[src/sv/upce_pkg.sv]
// Shared types, constants and code tables for the UPC-E barcode encoder.
package upce_pkg;

    localparam int DIGIT_COUNT = 6;
    localparam int DIGIT_W     = 4;
    localparam int CODE_W      = 7;
    localparam int START_W     = 3;
    localparam int END_W       = 6;
    localparam int BAR_W       = START_W + DIGIT_COUNT * CODE_W + END_W;
    localparam int STATUS_W    = 2;
    localparam int SUM_W       = 8;

    localparam logic [START_W-1:0] START_GUARD = 3'b101;
    localparam logic [END_W-1:0]   END_GUARD   = 6'b010101;

    localparam logic [STATUS_W-1:0] STATUS_OK       = 2'd0;
    localparam logic [STATUS_W-1:0] STATUS_BAD_NS   = 2'd1;
    localparam logic [STATUS_W-1:0] STATUS_MISMATCH = 2'd2;

    localparam logic [DIGIT_W-1:0] DIGIT_MAX = 4'd9;

    typedef logic [DIGIT_W-1:0]                    t_digit;
    typedef logic [DIGIT_COUNT-1:0][DIGIT_W-1:0]   t_digit_vec;
    typedef logic [DIGIT_COUNT-1:0][CODE_W-1:0]    t_code_vec;

    // Result of the check stage, handed to the lanes and the merge stage.
    typedef struct packed {
        logic                valid;
        logic [STATUS_W-1:0] status;
        t_digit              check;
        logic                ns_one;
        t_digit_vec          digits;
    } t_stage;

    // L-parity pattern, first module in bit 6.
    function automatic logic [CODE_W-1:0] l_code(input t_digit d);
        logic [CODE_W-1:0] c;
        case (d)
            4'd0:    c = 7'h0D;
            4'd1:    c = 7'h19;
            4'd2:    c = 7'h13;
            4'd3:    c = 7'h3D;
            4'd4:    c = 7'h23;
            4'd5:    c = 7'h31;
            4'd6:    c = 7'h2F;
            4'd7:    c = 7'h3B;
            4'd8:    c = 7'h37;
            4'd9:    c = 7'h0B;
            default: c = '0;
        endcase
        return c;
    endfunction

    // G-parity pattern, first module in bit 6.
    function automatic logic [CODE_W-1:0] g_code(input t_digit d);
        logic [CODE_W-1:0] c;
        case (d)
            4'd0:    c = 7'h27;
            4'd1:    c = 7'h33;
            4'd2:    c = 7'h1B;
            4'd3:    c = 7'h21;
            4'd4:    c = 7'h1D;
            4'd5:    c = 7'h39;
            4'd6:    c = 7'h05;
            4'd7:    c = 7'h11;
            4'd8:    c = 7'h09;
            4'd9:    c = 7'h17;
            default: c = '0;
        endcase
        return c;
    endfunction

    // Parity word per number system and check digit; bit 5 is digit one, set = G.
    function automatic logic [DIGIT_COUNT-1:0] parity_of(input logic ns_one,
                                                         input t_digit check);
        logic [DIGIT_COUNT-1:0] p;
        case ({ns_one, check})
            5'h00:   p = 6'h38;
            5'h01:   p = 6'h34;
            5'h02:   p = 6'h32;
            5'h03:   p = 6'h31;
            5'h04:   p = 6'h2C;
            5'h05:   p = 6'h26;
            5'h06:   p = 6'h23;
            5'h07:   p = 6'h2A;
            5'h08:   p = 6'h29;
            5'h09:   p = 6'h25;
            5'h10:   p = 6'h07;
            5'h11:   p = 6'h0B;
            5'h12:   p = 6'h0D;
            5'h13:   p = 6'h0E;
            5'h14:   p = 6'h13;
            5'h15:   p = 6'h19;
            5'h16:   p = 6'h1C;
            5'h17:   p = 6'h15;
            5'h18:   p = 6'h16;
            5'h19:   p = 6'h1A;
            default: p = '0;
        endcase
        return p;
    endfunction

endpackage

[src/sv/upce_barcode_encoder_core.sv]
// Top level of the UPC-E barcode encoder: check stage, six digit lanes, merge.
//
// Usage
//   Input channel: drive the number system, six data digits, the given
//   check digit and check_supplied, and raise start. A transaction is
//   taken at each rising edge with start high and busy low. busy is
//   always low: the block holds no state between codes and takes a new
//   transaction every cycle.
//   Result channel: o_done is high for exactly one cycle with
//   o_bar_modules (first module in bit 50, 1 = bar), o_check_value and
//   o_status (ok, bad number system, check mismatch). On any error the
//   bar pattern is all zeros.
//   Pipeline: two register stages lie between the accepting edge and the
//   edge that takes the result (check-digit sum and mod-10, then lane
//   encode and merge). Throughput: one code per cycle, as both
//   stages take a new transaction every cycle.
//   Reset: synchronous, active low; clears the valid flags of both stages
//   so no stale result is strobed. No results are lost to back-pressure:
//   the receiver cannot stall and must take each result as it appears.
module upce_barcode_encoder_core
    import upce_pkg::*;
(
    input  logic                i_clk,
    input  logic                i_rst_n,
    input  logic                start,
    output logic                busy,
    input  logic [DIGIT_W-1:0]  i_number_system,
    input  logic [DIGIT_W-1:0]  i_digit_one,
    input  logic [DIGIT_W-1:0]  i_digit_two,
    input  logic [DIGIT_W-1:0]  i_digit_three,
    input  logic [DIGIT_W-1:0]  i_digit_four,
    input  logic [DIGIT_W-1:0]  i_digit_five,
    input  logic [DIGIT_W-1:0]  i_digit_six,
    input  logic [DIGIT_W-1:0]  i_given_check,
    input  logic                i_check_supplied,
    output logic                o_done,
    output logic [BAR_W-1:0]    o_bar_modules,
    output logic [DIGIT_W-1:0]  o_check_value,
    output logic [STATUS_W-1:0] o_status
);

    t_digit_vec             w_digits;
    t_stage                 w_stage;
    t_code_vec              w_codes;
    logic [DIGIT_COUNT-1:0] w_parity;
    logic                   w_accept;

    // Never stalls: every cycle can take a transaction.
    assign busy     = 1'b0;
    assign w_accept = start && !busy;

    // Lane 0 carries digit one.
    assign w_digits = {i_digit_six, i_digit_five, i_digit_four,
                       i_digit_three, i_digit_two, i_digit_one};

    // Stage 1: expansion, weighted sum, check digit and status.
    upce_check u_check (
        .i_clk            (i_clk),
        .i_rst_n          (i_rst_n),
        .i_accept         (w_accept),
        .i_number_system  (i_number_system),
        .i_digits         (w_digits),
        .i_given_check    (i_given_check),
        .i_check_supplied (i_check_supplied),
        .o_stage          (w_stage)
    );

    // Parity word from number system and check; only meaningful when status ok,
    // which guarantees number system 0 or 1.
    assign w_parity = parity_of(w_stage.ns_one, w_stage.check);

    // Stage 2: six lanes encode their digits side by side.
    for (genvar k = 0; k < DIGIT_COUNT; k++) begin : g_lane
        upce_lane u_lane (
            .i_digit    (w_stage.digits[k]),
            .i_g_parity (w_parity[DIGIT_COUNT-1-k]),
            .o_code     (w_codes[k])
        );
    end

    // Guards plus lane outputs, zeroed on error, registered.
    upce_merge u_merge (
        .i_clk         (i_clk),
        .i_rst_n       (i_rst_n),
        .i_stage       (w_stage),
        .i_codes       (w_codes),
        .o_done        (o_done),
        .o_bar_modules (o_bar_modules),
        .o_check_value (o_check_value),
        .o_status      (o_status)
    );

endmodule

[src/sv/upce_check.sv]
// Check-digit stage: UPC-A expansion, weighted sum, mod-10 and status.
module upce_check
    import upce_pkg::*;
(
    input  logic       i_clk,
    input  logic       i_rst_n,
    input  logic       i_accept,
    input  t_digit     i_number_system,
    input  t_digit_vec i_digits,
    input  t_digit     i_given_check,
    input  logic       i_check_supplied,
    output t_stage     o_stage
);

    logic                r_valid;
    logic [STATUS_W-1:0] r_status;
    t_digit              r_check;
    logic                r_ns_one;
    t_digit_vec          r_digits;

    logic [STATUS_W-1:0] n_status;
    t_digit              n_check;

    logic [SUM_W-1:0]    w_sum;
    logic [15:0]         w_prod;
    logic [4:0]          w_quot;
    logic [SUM_W-1:0]    w_rem_full;
    t_digit              w_rem;
    logic                w_decimal;

    function automatic logic [SUM_W-1:0] x1(input t_digit d);
        return {{(SUM_W-DIGIT_W){1'b0}}, d};
    endfunction

    function automatic logic [SUM_W-1:0] x3(input t_digit d);
        return {{(SUM_W-DIGIT_W){1'b0}}, d} + {{(SUM_W-DIGIT_W-1){1'b0}}, d, 1'b0};
    endfunction

    // Sum over the expanded form; the last data digit selects the layout.
    always_comb begin
        case (i_digits[5])
            4'd0, 4'd1, 4'd2: begin
                w_sum = x3(i_number_system) + x1(i_digits[0]) + x3(i_digits[1])
                      + x1(i_digits[5]) + x3(i_digits[2]) + x1(i_digits[3])
                      + x3(i_digits[4]);
            end
            4'd3: begin
                w_sum = x3(i_number_system) + x1(i_digits[0]) + x3(i_digits[1])
                      + x1(i_digits[2]) + x1(i_digits[3]) + x3(i_digits[4]);
            end
            4'd4: begin
                w_sum = x3(i_number_system) + x1(i_digits[0]) + x3(i_digits[1])
                      + x1(i_digits[2]) + x3(i_digits[3]) + x3(i_digits[4]);
            end
            default: begin
                w_sum = x3(i_number_system) + x1(i_digits[0]) + x3(i_digits[1])
                      + x1(i_digits[2]) + x3(i_digits[3]) + x1(i_digits[4])
                      + x3(i_digits[5]);
            end
        endcase
    end

    // sum / 10 by reciprocal: exact for sums up to 319
    assign w_prod     = {{(16-SUM_W){1'b0}}, w_sum} * 16'd205;
    assign w_quot     = w_prod[15:11];
    assign w_rem_full = w_sum - ({w_quot, 3'b000} + {2'b00, w_quot, 1'b0});
    assign w_rem      = w_rem_full[DIGIT_W-1:0];
    assign n_check    = (w_rem == 4'd0) ? 4'd0 : 4'd10 - w_rem;

    always_comb begin
        w_decimal = 1'b1;
        for (int k = 0; k < DIGIT_COUNT; k++) begin
            if (i_digits[k] > DIGIT_MAX) begin
                w_decimal = 1'b0;
            end
        end
    end

    always_comb begin
        if (!w_decimal) begin
            n_status = STATUS_BAD_NS;
        end else if (i_check_supplied && (i_given_check != n_check)) begin
            n_status = STATUS_MISMATCH;
        end else if (i_number_system > 4'd1) begin
            n_status = STATUS_BAD_NS;
        end else begin
            n_status = STATUS_OK;
        end
    end

    always_ff @(posedge i_clk) begin
        if (!i_rst_n) begin
            r_valid <= 1'b0;
        end else begin
            r_valid <= i_accept;
        end
    end

    always_ff @(posedge i_clk) begin
        r_status <= n_status;
        r_check  <= n_check;
        r_ns_one <= i_number_system[0];
        r_digits <= i_digits;
    end

    assign o_stage = '{valid:  r_valid,
                       status: r_status,
                       check:  r_check,
                       ns_one: r_ns_one,
                       digits: r_digits};

endmodule

[src/sv/upce_lane.sv]
// One digit lane: picks the L or G pattern of its digit.
module upce_lane
    import upce_pkg::*;
(
    input  t_digit            i_digit,
    input  logic              i_g_parity,
    output logic [CODE_W-1:0] o_code
);

    assign o_code = i_g_parity ? g_code(i_digit) : l_code(i_digit);

endmodule

[src/sv/upce_merge.sv]
// Merge stage: joins guards and lane patterns into the registered result.
module upce_merge
    import upce_pkg::*;
(
    input  logic                i_clk,
    input  logic                i_rst_n,
    input  t_stage              i_stage,
    input  t_code_vec           i_codes,
    output logic                o_done,
    output logic [BAR_W-1:0]    o_bar_modules,
    output t_digit              o_check_value,
    output logic [STATUS_W-1:0] o_status
);

    logic                r_done;
    logic [BAR_W-1:0]    r_bars;
    t_digit              r_check;
    logic [STATUS_W-1:0] r_status;
    logic [BAR_W-1:0]    n_bars;

    always_comb begin
        n_bars = '0;
        if (i_stage.status == STATUS_OK) begin
            n_bars[BAR_W-1 -: START_W] = START_GUARD;
            for (int k = 0; k < DIGIT_COUNT; k++) begin
                n_bars[BAR_W-1-START_W-k*CODE_W -: CODE_W] = i_codes[k];
            end
            n_bars[END_W-1:0] = END_GUARD;
        end
    end

    always_ff @(posedge i_clk) begin
        if (!i_rst_n) begin
            r_done <= 1'b0;
        end else begin
            r_done <= i_stage.valid;
        end
    end

    always_ff @(posedge i_clk) begin
        r_bars   <= n_bars;
        r_check  <= i_stage.check;
        r_status <= i_stage.status;
    end

    assign o_done        = r_done;
    assign o_bar_modules = r_bars;
    assign o_check_value = r_check;
    assign o_status      = r_status;

endmodule

[config.mk]
export PLATFORM = sky130hd
export DESIGN_NAME = upce_barcode_encoder_core
export DESIGN_NICKNAME = d
export VERILOG_FILES = /design/src/sv/upce_pkg.sv /design/src/sv/upce_barcode_encoder_core.sv /design/src/sv/upce_check.sv /design/src/sv/upce_lane.sv /design/src/sv/upce_merge.sv
export SDC_FILE = /design/constraint.sdc
export NUM_CORES = 1
export LEC_CHECK = 0
export BUFFER_PORTS_ARGS = -buffer_cell sky130_fd_sc_hd__clkbuf_2
export CAP_MARGIN = 20
export CORE_AREA = 2 2 146 148
export CTS_CLUSTER_SIZE = 20
export DETAILED_ROUTE_END_ITERATION = 6
export DIE_AREA = 0 0 148 150
export MAX_ROUTING_LAYER = met4
export PLACE_DENSITY_LB_ADDON = 0.2
export SLEW_MARGIN = 0
export SYNTH_ARGS = -nofsm -noshare
export SYNTH_HDL_FRONTEND = slang
export SYNTH_HIERARCHICAL = 1
export SYNTH_SLANG_ARGS = --single-unit
export TNS_END_PERCENT = 100
[constraint.sdc]
create_clock -name i_clk -period 19.1 [get_ports i_clk]
set_input_delay 0.955 -clock i_clk [delete_from_list [all_inputs] [get_ports i_clk]]
set_output_delay 0.955 -clock i_clk [all_outputs]
set_load 0.05 [all_outputs]
==> results.toml, run 1 <==
[clocking]
clock_sinks = 82
clk_latency_ns = 0.33
cts_resized = 0
cts_root_buf = "clkbuf_16"
cts_buffer_depth = 2
path_clk_slew_ns = 0.06
cts_setup_buffers = 0
cts_made_buffers = 9
h-tree-depth = 3
cts_tree = "done"
cts_hold_buf = 0

[sta]
fin_skew_ns = 0.005076
timing.slew.headroom_pct = 50.71
max_clock_freq_ghz = 0.08121
setup_ws_ns = 6.786
worstMarginPinSlew_ns = 0.7207
timing.final.hold_violations = 0
period_minus_slack_ns = 12.31
grt_setup_unrepaired = "false"
timing.final.crit_share_pct = 64.47
setup_viol = 0
tns_ns = 0
drv_slew = 0

[layout]
diodes = 0
num-nets-final = 1322
syn_to_final_growth_pct = 7.500
drive_gt1_share_pct = 17.11
fill_cells = 2027
final_util_pct = 48.71

[global_routing]
gr-usage-met2_pct = 29.51
grt_pass1_wl_microns = 31190
grt-busiest-layer = "met2"
grt_max_degree = 45
grtUsageMet1_pct = 23.52
grt_overflow = 0
grt.total_usage_pct = 17.86
grt_pass1_vias = 6399
grt_antenna_before_repair = 0
grt_util_met3_pct = 1.738

[logic_synthesis]
yosysUniqueCellTypes = 68
synth_edf_count = 0
yosysWarnings = 6
ys.flop_type = "dfxtp_1"
syn_area_sq_um = 9375
seq_area_frac_synth_pct = 17.51
synthArstFlopShare_pct = 0
synth-seq-cells = 82
synth.avg_cell_area_sq_um = 9.228
netlist_instances = 1016

[floorplanning]
fp.coreArea_sq_um = 20690
initial_core_util_pct = 45.31
die_area_sq_um = 22200
chipHeight_microns = 150
row_count = 53
boundaryPins = 95
die_w_microns = 148

[drt]
wl_per_cell_microns = 13.94
first_pass_iters = 5
postRouteWirelength_microns = 18910
viasPerCell = 4.852
ant_nets = 0
via_count = 6579
dr.first_iter.drc_count = 247
drc_errors = 0

[setup_path]
crit_fanout = 6
slowest_delay_ns = 0.54
cp.arrival_ns = 12.54
path_class = "in -> reg"
cp_common_cell = "fa_1"
cpMaxStageDelayCell = "fa_1"
crit_required_ns = 19.32
critPathBufInv = 10
critPathCaptureType = "flip-flop"
startpoint_type = "input port"
path_delay_family = "adder cells"

[run]
drv_cap = 0

[placement]
numPortBuffers = 89
dpl.hpwl_microns = 15760
dp_worst_setup_slack_ns = 6.471
place_congestion = 0.9001

[hold_path]
hold_path_class = "reg -> reg"

[status]
outcome = "finished, final reports clean"
==> layout by cell type, fill, tap and decap left out, types with 6 or more instances in the layout <==
cell | synthesis | layout
a21o_1 | 16 | 16
clkbuf_16 | 0 | 9
o21a_1 | 10 | 10
o31a_1 | 6 | 6
o21ai_0 | 29 | 29
or2b_1 | 10 | 10
nor3b_2 | 39 | 39
xnor2_1 | 32 | 32
o32ai_1 | 6 | 6
inv_1 | 168 | 168
dfxtp_1 | 82 | 80
xor2_1 | 16 | 16
and2_1 | 6 | 6
nor3_1 | 10 | 10
nand2_1 | 44 | 44
nor2_1 | 31 | 31
nand2b_2 | 6 | 6
fa_1 | 58 | 58
nand3b_1 | 8 | 8
a211o_1 | 7 | 7
and3_1 | 12 | 12
a21oi_1 | 58 | 58
nor2b_1 | 11 | 11
o21bai_1 | 8 | 8
conb_1 | 8 | 11
nand2b_1 | 23 | 23
nand3_1 | 12 | 12
nor2b_4 | 6 | 6
clkbuf_2 | 0 | 89
a31oi_1 | 8 | 8
ha_1 | 152 | 152
==> path summary, 6_finish.rpt <==
check	to	cells past startpoint	from	slack [ns]
worst min register to register	u_merge/o_done	1	u_check/r_valid	0.43
worst min-delay path	u_merge/o_done	1	u_check/r_valid	0.43
worst max register to register	u_merge/o_bar_modules[30]	8	u_check/r_check[1]	16.52
worst max-delay path	u_check/r_status[0]	49	i_number_system[1]	6.79
==> cell usage after synthesis (4+ instances only) <==
| library cell | instances | share of area (%) |
|---|---|---|
| o21ai_1 | 4 | 0.21 |
| and3b_2 | 5 | 0.53 |
| xor2_1 | 16 | 1.5 |
| conb_1 | 8 | 0.32 |
| nor2b_1 | 11 | 0.73 |
| a21o_1 | 16 | 1.3 |
| a211o_1 | 7 | 0.65 |
| inv_1 | 168 | 6.7 |
| o21ai_0 | 29 | 1.5 |
| nand2_1 | 44 | 1.8 |
| nor2_1 | 31 | 1.2 |
| and3_1 | 12 | 0.80 |
| o21bai_1 | 8 | 0.64 |
| mux2_2 | 4 | 0.48 |
| or2_2 | 5 | 0.33 |
| xnor2_1 | 32 | 3.0 |
| fa_1 | 58 | 12 |
| a311oi_1 | 5 | 0.47 |
| or2_1 | 5 | 0.33 |
| and2_1 | 6 | 0.40 |
| or2b_1 | 10 | 0.80 |
| buf_6 | 22 | 2.6 |
| o31a_1 | 6 | 0.56 |
| buf_2 | 4 | 0.21 |
| nor3_1 | 10 | 0.53 |
| a31oi_1 | 8 | 0.53 |
| nand2b_2 | 6 | 0.56 |
| nand3b_1 | 8 | 0.64 |
| nor3b_2 | 39 | 5.2 |
| nand3_1 | 12 | 0.64 |
| o32a_1 | 5 | 0.53 |
| o21a_1 | 10 | 0.80 |
| o32ai_1 | 6 | 0.56 |
| ha_1 | 152 | 20 |
| nor2b_4 | 6 | 0.88 |
| buf_4 | 19 | 1.5 |
| nor3b_1 | 4 | 0.32 |
| mux2i_1 | 5 | 0.53 |
| o311ai_2 | 5 | 0.87 |
| dfxtp_1 | 82 | 18 |
| a21oi_1 | 58 | 3.1 |
| nand2b_1 | 23 | 1.5 |
==> layout make-up <==
cell class	count	area [sq um]	share of cell area [%]
Sequential cell	82	1644	16.31
Clock buffer	11	232.7	2.309
Multi-Input combinational cell	722	6696	66.44
Timing Repair Buffer	93	475.5	4.718
Tap cell	275	344.1	3.414
Inverter	168	630.6	6.257
Clock inverter	5	55.05	0.5462
==> stage by stage <==
step | cell area [sq um] | hold slack [ns] | instances
floorplan | 9387 | 0.3319 | 1019
global placement | 9791 | 0.4100 | 1340
detailed placement | 9791 | 0.4138 | 1340
CTS | 10080 | 0.4277 | 1356
global route | 10080 | 0.4682 | 1356
finish | 10080 | 0.4306 | 1356
==> flip-flops by register name, indices dropped and copies added (netlist names) <==
signal	cells
u_check/r_check	4
u_check/r_status	2
u_merge/o_check_value	4
u_merge/o_bar_modules	43
u_check/r_ns_one	1
u_check/r_valid	1
u_merge/o_done	1
u_merge/o_status	2
u_check/o_stage	24
==> logic make-up after synthesis <==
| family | count (synthesis) | share of synthesized area, % |
|---|---|---|
| AOI/OAI and AO/OA | 194 | 14.44 |
| buffers and inverters | 215 | 11.18 |
| muxes | 9 | 1.014 |
| other | 8 | 0.3203 |
| DFF | 82 | 17.51 |
| adders and majority gates | 210 | 32.67 |
| xor gates and xnor gates | 49 | 4.658 |
| and+or+nand+nor | 249 | 18.20 |
==> routing by layer <==
layer / vias up / routed length [microns]
li1: 3474 / -
met1: 3025 / 9172
met2: 69 / 9122
met3: 11 / 300
met4: 0 / 312
met5: - / 0
Power of run 1 is not shown: default switching activity piles up to over one toggle a cycle in this logic, so the estimate is an artifact.
==> run 2: changes to the inputs <==
- clock period: 19.1 -> 10.8 ns (I/O delays scaled with it)
==> run 2 against run 1 <==
- non-clock buffer count rose by 67
- first-iteration DRC count rose by 11%
- hold slack worse by 0.083 ns
- die area stayed put
- core utilization up 4.5 points
- largest cell class unchanged
- global-route usage up 0.88 points
- clock skew is 0.0035 ns higher
- flip-flop and latch count stayed put
- wire length increased by 5.6%
- sequential share of layout area decreased by 1.4 points
- design area grew 9.2%
- count of clock-buffer cells in the layout is 1 lower
==> results.toml, run 2 (same netlist as run 1, synthesis figures left out) <==
[status]
outcome = "finished, final reports clean"

[layout]
syn_to_final_growth_pct = 17.43
layout_commonest_cell = "inv_1"
drive_gt1_share_pct = 27.35
fill_cells = 1945
final_util_pct = 53.21
largest_register_ffs = 43
final_cell_mix = "inv_1, ha_1, clkbuf_2"
num-nets-final = 1389

[sta]
period_minus_slack_ns = 10.63
setup_ws_ns = 0.1749
setup_viol = 0
worstMarginPinSlew_ns = 0.7481
timing.slew.headroom_pct = 49.94
timing.final.hold_violations = 0
timing.final.crit_share_pct = 98.38
drv_slew = 0
max_clock_freq_ghz = 0.09412
fin_skew_ns = 0.008528
grt_setup_unrepaired = "true"

[run]
drv_cap = 0

[setup_path]
r2r_cells = 8
path_class = "in -> reg"
cp.arrival_ns = 10.85
r2r_end = "u_merge/o_bar_modules[30]"
crit_path_start = "i_digit_one[2]"
cp_common_cell = "fa_1"
slowest_delay_ns = 0.54
critPathCaptureType = "flip-flop"
r2r_start = "u_check/r_check[1]"
cpMaxStageDelayCell = "fa_1"
rrSetupSlack_ns = 8.14
crit_fanout = 5
crit_required_ns = 11.02
startpoint_type = "input port"

[hold_path]
whs_path_depth = 1
hold_path_class = "in -> reg"
hold_end = "u_check/o_stage[0]"
hold_start = "i_digit_one[0]"

[global_routing]
grt_antenna_before_repair = 1
grt_max_degree = 45
grt_pass1_wl_microns = 32730
grt_overflow = 0
grt.total_usage_pct = 18.74
grt_pass1_vias = 6679

[drt]
first_pass_iters = 4
drc_errors = 0
via_count = 6968
postRouteWirelength_microns = 19960
dr.first_iter.drc_count = 275
ant_nets = 0
viasPerCell = 4.893
wl_per_cell_microns = 14.02

[clocking]
cts_tree = "done"
path_clk_slew_ns = 0.07
cts_hold_buf = 0
clk_latency_ns = 0.34
h-tree-depth = 3
cts_buffer_depth = 2
cts_root_buf = "clkbuf_16"
clock_sinks = 82
cts_made_buffers = 9

[floorplanning]
die_area_sq_um = 22200
chipHeight_microns = 150
initial_core_util_pct = 45.31
die_w_microns = 148
fp.coreArea_sq_um = 20690
boundaryPins = 95
row_count = 53

[placement]
dp_worst_setup_slack_ns = -0.4856
numPortBuffers = 89
place_congestion = 0.8839
dpl.hpwl_microns = 16080
run 2: cell type report:
cell class / count / area (sq um) / area share, %
diodes: 1 / 2.502 / 0.02273
repair buffers: 160 / 996.0 / 9.046
multi-input cells: 722 / 7102 / 64.51
inverters: 168 / 633.1 / 5.751
clock buffers: 10 / 239.0 / 2.171
flip-flops and latches: 82 / 1644 / 14.93
clock inverters: 6 / 48.80 / 0.4432
well taps: 275 / 344.1 / 3.125
run 2: how the worst max path moves through the flow:
stage / end / slack, ns / depth (start not counted)
floorplan: u_check/r_status[0] / 0.01 / 48
global placement: u_check/r_status[0] / -0.33 / 46
detailed placement: u_check/r_status[0] / -0.49 / 46
CTS: u_check/r_status[0] / 0.007 / 48
global route: u_check/r_status[0] / -0.28 / 48
finish: u_check/r_status[0] / 0.17 / 48
run 2: worst max-delay path: cells and delay by family:
kind	cells	cell delay, ns
simple gates	5	0.52
xor+xnor	7	1.06
fa+ha+maj	16	6.40
mux	1	0.13
buf+inv	11	0.66
compound gates	8	1.54
run 2: timing repair:
item | CTS | global route
setup endpoints to repair | 2 | 4
resized for setup | 18 | 46
pin swaps | 15 | 58
buffers inserted | 1 | 7
run 2: metrics by stage:
step	instances	hold slack (ns)	setup TNS, ns	cell area, sq um
after floorplan	1019	0.3319	0	9485
after global placement	1399	0.4118	-0.6824	10330
after detailed placement	1399	0.4158	-1.303	10330
after CTS	1416	0.3345	0	10730
after global routing	1424	0.3339	-0.4896	11010
final	1424	0.3474	0	11010
run 2: layer usage:
metal	global-route usage, %	part of all wire (%)	vias up
li1	-	-	3617
met1	24.07	47	3266
met2	31.90	50	70
met3	1.921	1.7	15
met4	4.476	1.4	0
met5	-	0	-
Power of run 2 is left out for the same reason.
